<file path="config.mk">
export PLATFORM = sky130hd
export DESIGN_NAME = gcqd_merge
export DESIGN_NICKNAME = d
export VERILOG_FILES = /design/src/hw/rtl/gcqd_pkg.sv /design/src/hw/rtl/gcqd_merge.sv
export SDC_FILE = /design/constraint.sdc
export NUM_CORES = 1
export LEC_CHECK = 0
export BUFFER_PORTS_ARGS = -buffer_cell sky130_fd_sc_hd__buf_2
export CORE_ASPECT_RATIO = 0.5
export CORE_MARGIN = 10
export CORE_UTILIZATION = 55
export CTS_BUF_LIST = sky130_fd_sc_hd__clkbuf_8 sky130_fd_sc_hd__clkbuf_16
export DETAILED_ROUTE_END_ITERATION = 10
export GPL_ROUTABILITY_DRIVEN = 0
export PLACE_DENSITY = 0.72
export SYNTH_ARGS = -nofsm -noshare
export SYNTH_HDL_FRONTEND = slang
export SYNTH_SLANG_ARGS = --single-unit
</file>
<file path="constraint.sdc">
create_clock -name clk -period 9.7 [get_ports clk]
set_input_delay 0.97 -clock clk [delete_from_list [all_inputs] [get_ports clk]]
set_output_delay 0.97 -clock clk [all_outputs]
set_load 0.02 [all_outputs]
</file>
<file path="src/hw/rtl/gcqd_pkg.sv">
package gcqd_pkg;

	localparam int LINEAR_FRACTION_BITS = 16;
	localparam int LIN_W       = LINEAR_FRACTION_BITS + 1;
	localparam int SUM_W       = LINEAR_FRACTION_BITS + 3;
	localparam int BYTE_W      = 8;
	localparam int LANES       = 4;
	localparam int QUAD        = 4;
	localparam int CODES       = 1 << BYTE_W;
	localparam int SRCH_STAGES = BYTE_W;
	localparam int LATENCY     = 2 + SRCH_STAGES;
	localparam int FIFO_DEPTH  = 16;
	localparam int PTR_W       = $clog2(FIFO_DEPTH);
	localparam int CNT_W       = $clog2(FIFO_DEPTH + 1);
	localparam int PIX_W       = LANES * BYTE_W;
	localparam int BIG_W       = 256;

	typedef logic [BIG_W-1:0] big_t;
	typedef logic [CODES-1:0][LIN_W-1:0] lin_tab_t;
	typedef logic [QUAD-1:0][BYTE_W-1:0] quad_t;
	typedef logic [LANES-1:0][BYTE_W-1:0] level_t;

	typedef struct packed {
		logic accept;
		logic push;
	} ctl_t;

	// x^5 * 255^11
	function automatic big_t scaled_fifth(input big_t x);
		big_t r;
		r = big_t'(1);
		for (int i = 0; i < 11; i++) begin
			r = r * big_t'(255);
		end
		for (int i = 0; i < 5; i++) begin
			r = r * x;
		end
		return r;
	endfunction

	// v^11 << s
	function automatic big_t shifted_eleventh(input big_t v, input int s);
		big_t r;
		r = big_t'(1);
		for (int i = 0; i < 11; i++) begin
			r = r * v;
		end
		return r << s;
	endfunction

	function automatic int decode_entry(input int v);
		big_t rhs;
		big_t lhs;
		int lo;
		int hi;
		int mid;
		lo  = 0;
		hi  = (1 << LINEAR_FRACTION_BITS) + 1;
		rhs = shifted_eleventh(big_t'(v), 5 * LINEAR_FRACTION_BITS + 5);
		while (hi - lo > 1) begin
			mid = lo + (hi - lo) / 2;
			lhs = scaled_fifth(big_t'(2 * mid - 1));
			if (lhs <= rhs) begin
				lo = mid;
			end else begin
				hi = mid;
			end
		end
		return lo;
	endfunction

	function automatic int threshold_entry(input int k);
		big_t rhs;
		big_t lhs;
		int lo;
		int hi;
		int mid;
		lo  = 0;
		hi  = 1 << LINEAR_FRACTION_BITS;
		rhs = shifted_eleventh(big_t'(k), 5 * LINEAR_FRACTION_BITS);
		if (k == 0) begin
			return 0;
		end
		while (hi - lo > 1) begin
			mid = lo + (hi - lo) / 2;
			lhs = scaled_fifth(big_t'(mid));
			if (lhs >= rhs) begin
				hi = mid;
			end else begin
				lo = mid;
			end
		end
		return hi;
	endfunction

	function automatic lin_tab_t build_lin_tab();
		lin_tab_t t;
		for (int v = 0; v < CODES; v++) begin
			t[v] = LIN_W'(decode_entry(v));
		end
		return t;
	endfunction

	function automatic lin_tab_t build_thr_tab();
		lin_tab_t t;
		for (int k = 0; k < CODES; k++) begin
			t[k] = LIN_W'(threshold_entry(k));
		end
		return t;
	endfunction

	localparam lin_tab_t LIN_TAB = build_lin_tab();
	localparam lin_tab_t THR_TAB = build_thr_tab();

endpackage

</file>
<file path="src/hw/rtl/gcqd_merge.sv">
module gcqd_merge (
	input  logic                         clk,
	input  logic                         arst_n,
	input  gcqd_pkg::ctl_t               ctl,
	input  gcqd_pkg::level_t             level,
	input  logic                         out_ready,
	output logic                         in_ready,
	output logic                         out_valid,
	output logic [gcqd_pkg::PIX_W-1:0]   blended_pixel
);

	logic [gcqd_pkg::PIX_W-1:0] mem_q [gcqd_pkg::FIFO_DEPTH];
	logic [gcqd_pkg::PTR_W-1:0] wr_ptr_q;
	logic [gcqd_pkg::PTR_W-1:0] rd_ptr_q;
	logic [gcqd_pkg::CNT_W-1:0] cnt_q;
	logic [gcqd_pkg::CNT_W-1:0] credit_q;
	logic                       pop;

	assign pop           = out_valid & out_ready;
	assign out_valid     = cnt_q != '0;
	assign in_ready      = credit_q < gcqd_pkg::CNT_W'(gcqd_pkg::FIFO_DEPTH);
	assign blended_pixel = mem_q[rd_ptr_q];

	always_ff @(posedge clk) begin
		if (ctl.push) begin
			mem_q[wr_ptr_q] <= level;
		end
	end

	always_ff @(posedge clk or negedge arst_n) begin
		if (!arst_n) begin
			wr_ptr_q <= '0;
			rd_ptr_q <= '0;
			cnt_q    <= '0;
			credit_q <= '0;
		end else begin
			if (ctl.push) begin
				wr_ptr_q <= wr_ptr_q + 1'b1;
			end
			if (pop) begin
				rd_ptr_q <= rd_ptr_q + 1'b1;
			end
			// count every transfer in until its result leaves the buffer
			cnt_q    <= cnt_q + gcqd_pkg::CNT_W'(ctl.push) - gcqd_pkg::CNT_W'(pop);
			credit_q <= credit_q + gcqd_pkg::CNT_W'(ctl.accept) - gcqd_pkg::CNT_W'(pop);
		end
	end

`ifndef SYNTH
	a_cnt_in_credit: assert property (@(posedge clk) disable iff (!arst_n)
		cnt_q <= credit_q)
		else $error("buffer holds more results than transfers in flight");

	a_credit_max: assert property (@(posedge clk) disable iff (!arst_n)
		credit_q <= gcqd_pkg::CNT_W'(gcqd_pkg::FIFO_DEPTH))
		else $error("credit count beyond buffer depth");

	a_no_overflow: assert property (@(posedge clk) disable iff (!arst_n)
		ctl.push |-> (cnt_q < gcqd_pkg::CNT_W'(gcqd_pkg::FIFO_DEPTH) || pop))
		else $error("push into full buffer");
`endif

endmodule

</file>
Yosys cells after proc, flatten, opt, wreduce, memory -nomap -nowiden
Memories as Yosys holds them, arrays and structs flattened.
Index checks and enable logic that the tools add are counted.
Operators by class
  reduce and logical (&&, ||, !) cells: 1
  muxes and demuxes: 2
  bitwise operators: 1
  add/subtract/negate cells: 6
  $lt $le $gt $ge: 1
Operator list (count)
  adder 5 x 1 -> 5 bit: 2
  subtractor 5 x 1 -> 5 bit: 2
  adder 4 x 1 -> 4 bit (second input constant): 2
  less-than comparator 5 bit (second input constant): 1
  nonzero test 5 bit: 1
  2-to-1 mux 1 bit: 2
  AND 1 bit: 1
Storage, ports and cells
  memories: 1
  input port bits: 37
  output and inout port bits: 34
  RAM bits: 512
  register bits after elaboration: 18
Memory list
  mem_q: words 16, width 32, read ports 1, clocked after Yosys merged registers in 0, write ports 1, line gcqd_merge.sv:12  | logic [gcqd_pkg::PIX_W-1:0] mem_q [gcqd_pkg::FIFO_DEPTH];

Longest topological paths before layout
  depth in word-level cells: 3
  depth in mapped cells: 14

Least setup slack after synthesis
No wires, ideal clock.
  kind: input-to-reg
  from: in ctl[0] (netlist name)
  to: mem mem_q[3][0] (netlist name), enable pin
  data required time: 9.239 ns
  path slack: 5.656 ns
  stages: 3
  arrival time: 3.583 ns
  setup time: 0.461 ns
  path buffers: 1
  cell sequence: clkbuf_1 -> nand2_1 -> nor3_1
Between the ends
  word-level cells in the longest chain between the ends: 2
Ends and longest elaborated chain
  start, declared: line gcqd_merge.sv:4  | input gcqd_pkg::ctl_t ctl,
  2-to-1 mux 1 bit: line gcqd_merge.sv:25  | if (ctl.push) begin
  2-to-1 mux 1 bit (not written as such): line gcqd_merge.sv:26  | mem_q[wr_ptr_q] <= level;
  end, declared: line gcqd_merge.sv:12
Every way passes these cells.

Final worst setup path
  from: reg rd_ptr_q[1] (netlist name)
  to: out blended_pixel[0] (netlist name)
Between the ends
  word-level cells in the longest chain between the ends: 1
Ends and longest elaborated chain
  start, declared: line gcqd_merge.sv:14  | logic [gcqd_pkg::PTR_W-1:0] rd_ptr_q;
  start signal, assigned: line gcqd_merge.sv:41  | rd_ptr_q <= rd_ptr_q + 1'b1;
  memory read (16 x 32 bit)
  end, declared: line gcqd_merge.sv:9  | output logic [gcqd_pkg::PIX_W-1:0] blended_pixel
Every way passes these cells.

==> results.json <==
{
  "power_leakage_nw": 7.426,
  "hold_path.class": "input port to asynchronous set/reset pin",
  "rows": 49,
  "grt_pass1_wl_microns": 62900,
  "met1_length_microns": 16390,
  "switching_share_pct": 31.20,
  "drv_cap": 0,
  "area_delta_synth_final_pct": 12.00,
  "critical_path.top_delay_family": "buffers and inverters",
  "cts_tree": "yes",
  "reg2reg_from": "cnt_q[3]$_DFF_PN0_",
  "dr.pass1.iters": 5,
  "core_sq_mm": 0.03611,
  "vias": 9279,
  "grt_pass1_vias": 9996,
  "clock_sinks": 530,
  "synth.cell_area_sq_mm": 0.02023,
  "grt_start_max_net_pins": 113,
  "async_flop_share_pct": 3.396,
  "dieArea_sq_mm": 0.04531,
  "drive_gt1_share_pct": 29.39,
  "dr_wl_met2_microns": 20750,
  "cts_root_buf": "clkbuf_16",
  "worst-path-buf-inv": 2,
  "setup_viol": 0,
  "cts_max_level": 2,
  "avgSynthCellArea_sq_um": 22.52,
  "synth_nets": 953,
  "synth_ff_type": "edfxtp_1",
  "wl_met3_microns": 3039,
  "cp.required_ns": 8.73,
  "slew_viol_final": 0,
  "clkLatencyLatePin_ns": 0.55,
  "start_util_pct": 56.01,
  "nets": 1044,
  "tightest_slew_ns": 1.155,
  "vias_per_cell": 6.153,
  "die_width_microns": 291.2,
  "reg2reg_depth": 13,
  "powerDensity_mw_per_mm2": 295.1,
  "yosys_register_bits": 530,
  "pin_count": 71,
  "setup_ws_ns": 5.162,
  "fmax_mhz": 220.4,
  "post_cts_buffers": 0,
  "syn_inst": 898,
  "grt_overflow": 0,
  "hold_buffers": 0,
  "cp_slowest_stage_delay_ns": 1.05,
  "drc": 0,
  "status": "completed",
  "p_int_mw": 4.599,
  "cts_buffer_depth": 3,
  "tns_ns": 0,
  "path_cells": "buf_4 -> mux4_2 -> a22oi_1 -> nand2_1 -> buf_2",
  "final-hold-violation-count": 0,
  "cts_resized": 0,
  "path_class": "register to output pin",
  "yosysWarnings": 0,
  "antennaDiodeCount": 0,
  "synth-edff-count": 512,
  "grt_usage_pct": 18.40,
  "slowest_stage": "dfrtp_4",
  "numCtsBuffers": 46,
  "seqPwrFrac_pct": 44.0,
  "min_period_ns": 4.538,
  "drt_wl_total_microns": 40920,
  "final.period_utilization_pct": 46.79,
  "clockPowerShare_pct": 25.7,
  "cp-end-kind": "output pin",
  "crit_arrival_ns": 3.57,
  "irDropWorstVdd_mv": 0.2419,
  "cp-start-kind": "register",
  "wl_per_cell_microns": 27.13,
  "io_buffers": 70,
  "antenna_found_initial": 0,
  "power_switching_mw": 2.086,
  "top_layer": "met4",
  "p_comb_share_pct": 30.2,
  "drtAntennaViolNets": 0,
  "maxSlewHeadroom_pct": 23.01,
  "fin_worst_skew_ns": 0.01064,
  "path_max_fanout": 68,
  "ys_seq_area_share_pct": 78.24,
  "post-place-ws_ns": 5.766,
  "place_hpwl_microns": 20330,
  "rsz0062_at_grt": "false",
  "r2r_slack_ns": 6.78,
  "die_y_microns": 155.6,
  "timing.rr.end": "cnt_q[4]$_DFF_PN0_",
  "path_clk_slew_ns": 0.06,
  "netlist-cell-type-count": 27,
  "drt-initial-drc-count": 1073
}
==> cells by family after synthesis <==
group           share of synthesized area (%)
flops                                   78.24
mux                                     14.33
compound gates                          2.648
buf+inv                                 1.608
simple gates                            1.379
fa+ha+maj                               1.188
xor+xnor                               0.6062
==> layout by cell type, fill, tap and decap left out, types with 2 or more instances in the layout <==
| master | count |
|---|---|
| clkbuf_16 | 47 |
| xor2_1 | 4 |
| bufinv_16 | 3 |
| fa_1 | 2 |
| clkinv_1 | 10 |
| nand2_1 | 39 |
| buf_2 | 70 |
| mux4_2 | 128 |
| nand4_1 | 2 |
| ha_1 | 16 |
| nor2_4 | 13 |
| dfrtp_1 | 16 |
| a21oi_1 | 4 |
| buf_4 | 20 |
| a22oi_1 | 64 |
| nor2b_4 | 2 |
| nor3_2 | 4 |
| edfxtp_1 | 512 |
| clkinv_2 | 6 |
| nand2b_1 | 2 |
| a21o_1 | 3 |
| dfrtp_4 | 2 |
| inv_1 | 36 |
| xnor2_1 | 10 |
==> state kept, by name, indices dropped and copies added (netlist names) <==
register	count
rd_ptr_q	4
wr_ptr_q	4
mem_q	512
cnt_q	5
credit_q	5
==> worst max-delay path by stage <==
stage	start	to	slack [ns]	cells after the start
6_report	rd_ptr_q[1]$_DFFE_PN0P_	blended_pixel[0]	5.16	5
5_1_grt	rd_ptr_q[1]$_DFFE_PN0P_	blended_pixel[8]	4.96	5
4_1_cts	rd_ptr_q[1]$_DFFE_PN0P_	blended_pixel[0]	5.14	5
3_5_place_dp	rd_ptr_q[1]$_DFFE_PN0P_	blended_pixel[10]	5.77	5
3_3_place_gp	rd_ptr_q[1]$_DFFE_PN0P_	blended_pixel[5]	5.79	5
2_1_floorplan	ctl[0]	mem_q[3][0]$_DFFE_PP_	5.66	3
==> metrics by stage <==
step	power, mW	utilization, %	std cells	cell area (sq um)	hold slack (ns)
after floorplan	4.406	-	898	20230	0.4937
after global routing	7.010	62.73	1508	22650	0.3693
after detailed placement	5.045	58.84	1425	21250	0.5510
after CTS	6.763	62.73	1508	22650	0.3459
final	6.685	62.73	1508	22650	0.3504
after global placement	4.997	58.84	1425	21250	0.5315
==> Yosys cell counts, types with 5 or more instances <==
| library cell | instances | area, sq um |
|---|---|---|
| a22oi_1 | 64 | 480.5 |
| buf_1 | 9 | 33.78 |
| buf_2 | 5 | 25.02 |
| buf_4 | 6 | 45.04 |
| buf_6 | 5 | 56.30 |
| clkbuf_1 | 23 | 86.33 |
| dfrtp_1 | 18 | 450.4 |
| edfxtp_1 | 512 | 15370 |
| ha_1 | 16 | 200.2 |
| inv_1 | 21 | 78.83 |
| mux4_2 | 128 | 2883 |
| nand2_1 | 39 | 146.4 |
| nor2_1 | 13 | 48.80 |
| xnor2_1 | 10 | 87.58 |
==> power groups by stage <==
stage          Sequential (mW)  Clock (mW)  Combinational (mW)
3_5_place_dp              2.99           0                2.05
3_3_place_gp              2.98           0                2.02
4_1_cts                   2.95        1.75                2.07
5_1_grt                   2.97        1.85                2.19
6_report                  2.94        1.72                2.02
2_1_floorplan             2.88           0                1.53
==> layout make-up <==
type                       count  area [sq um]
clock buffer                  47          1176
sequential                   530         15830
tap                          484         605.6
multi-input combinational    299          4209
inverter                      21         78.83
clock inverter                36         230.2
fill                        2332         13460
timing repair buffer          91         520.5
==> routing by layer <==
layer | track usage [%] | up-vias
met5 | 0 | -
met4 | 4.545 | 0
met3 | 3.245 | 58
met2 | 30.80 | 355
met1 | 25.11 | 4935
li1 | - | 3931
Note: power is estimated with default switching activity, not from simulation.
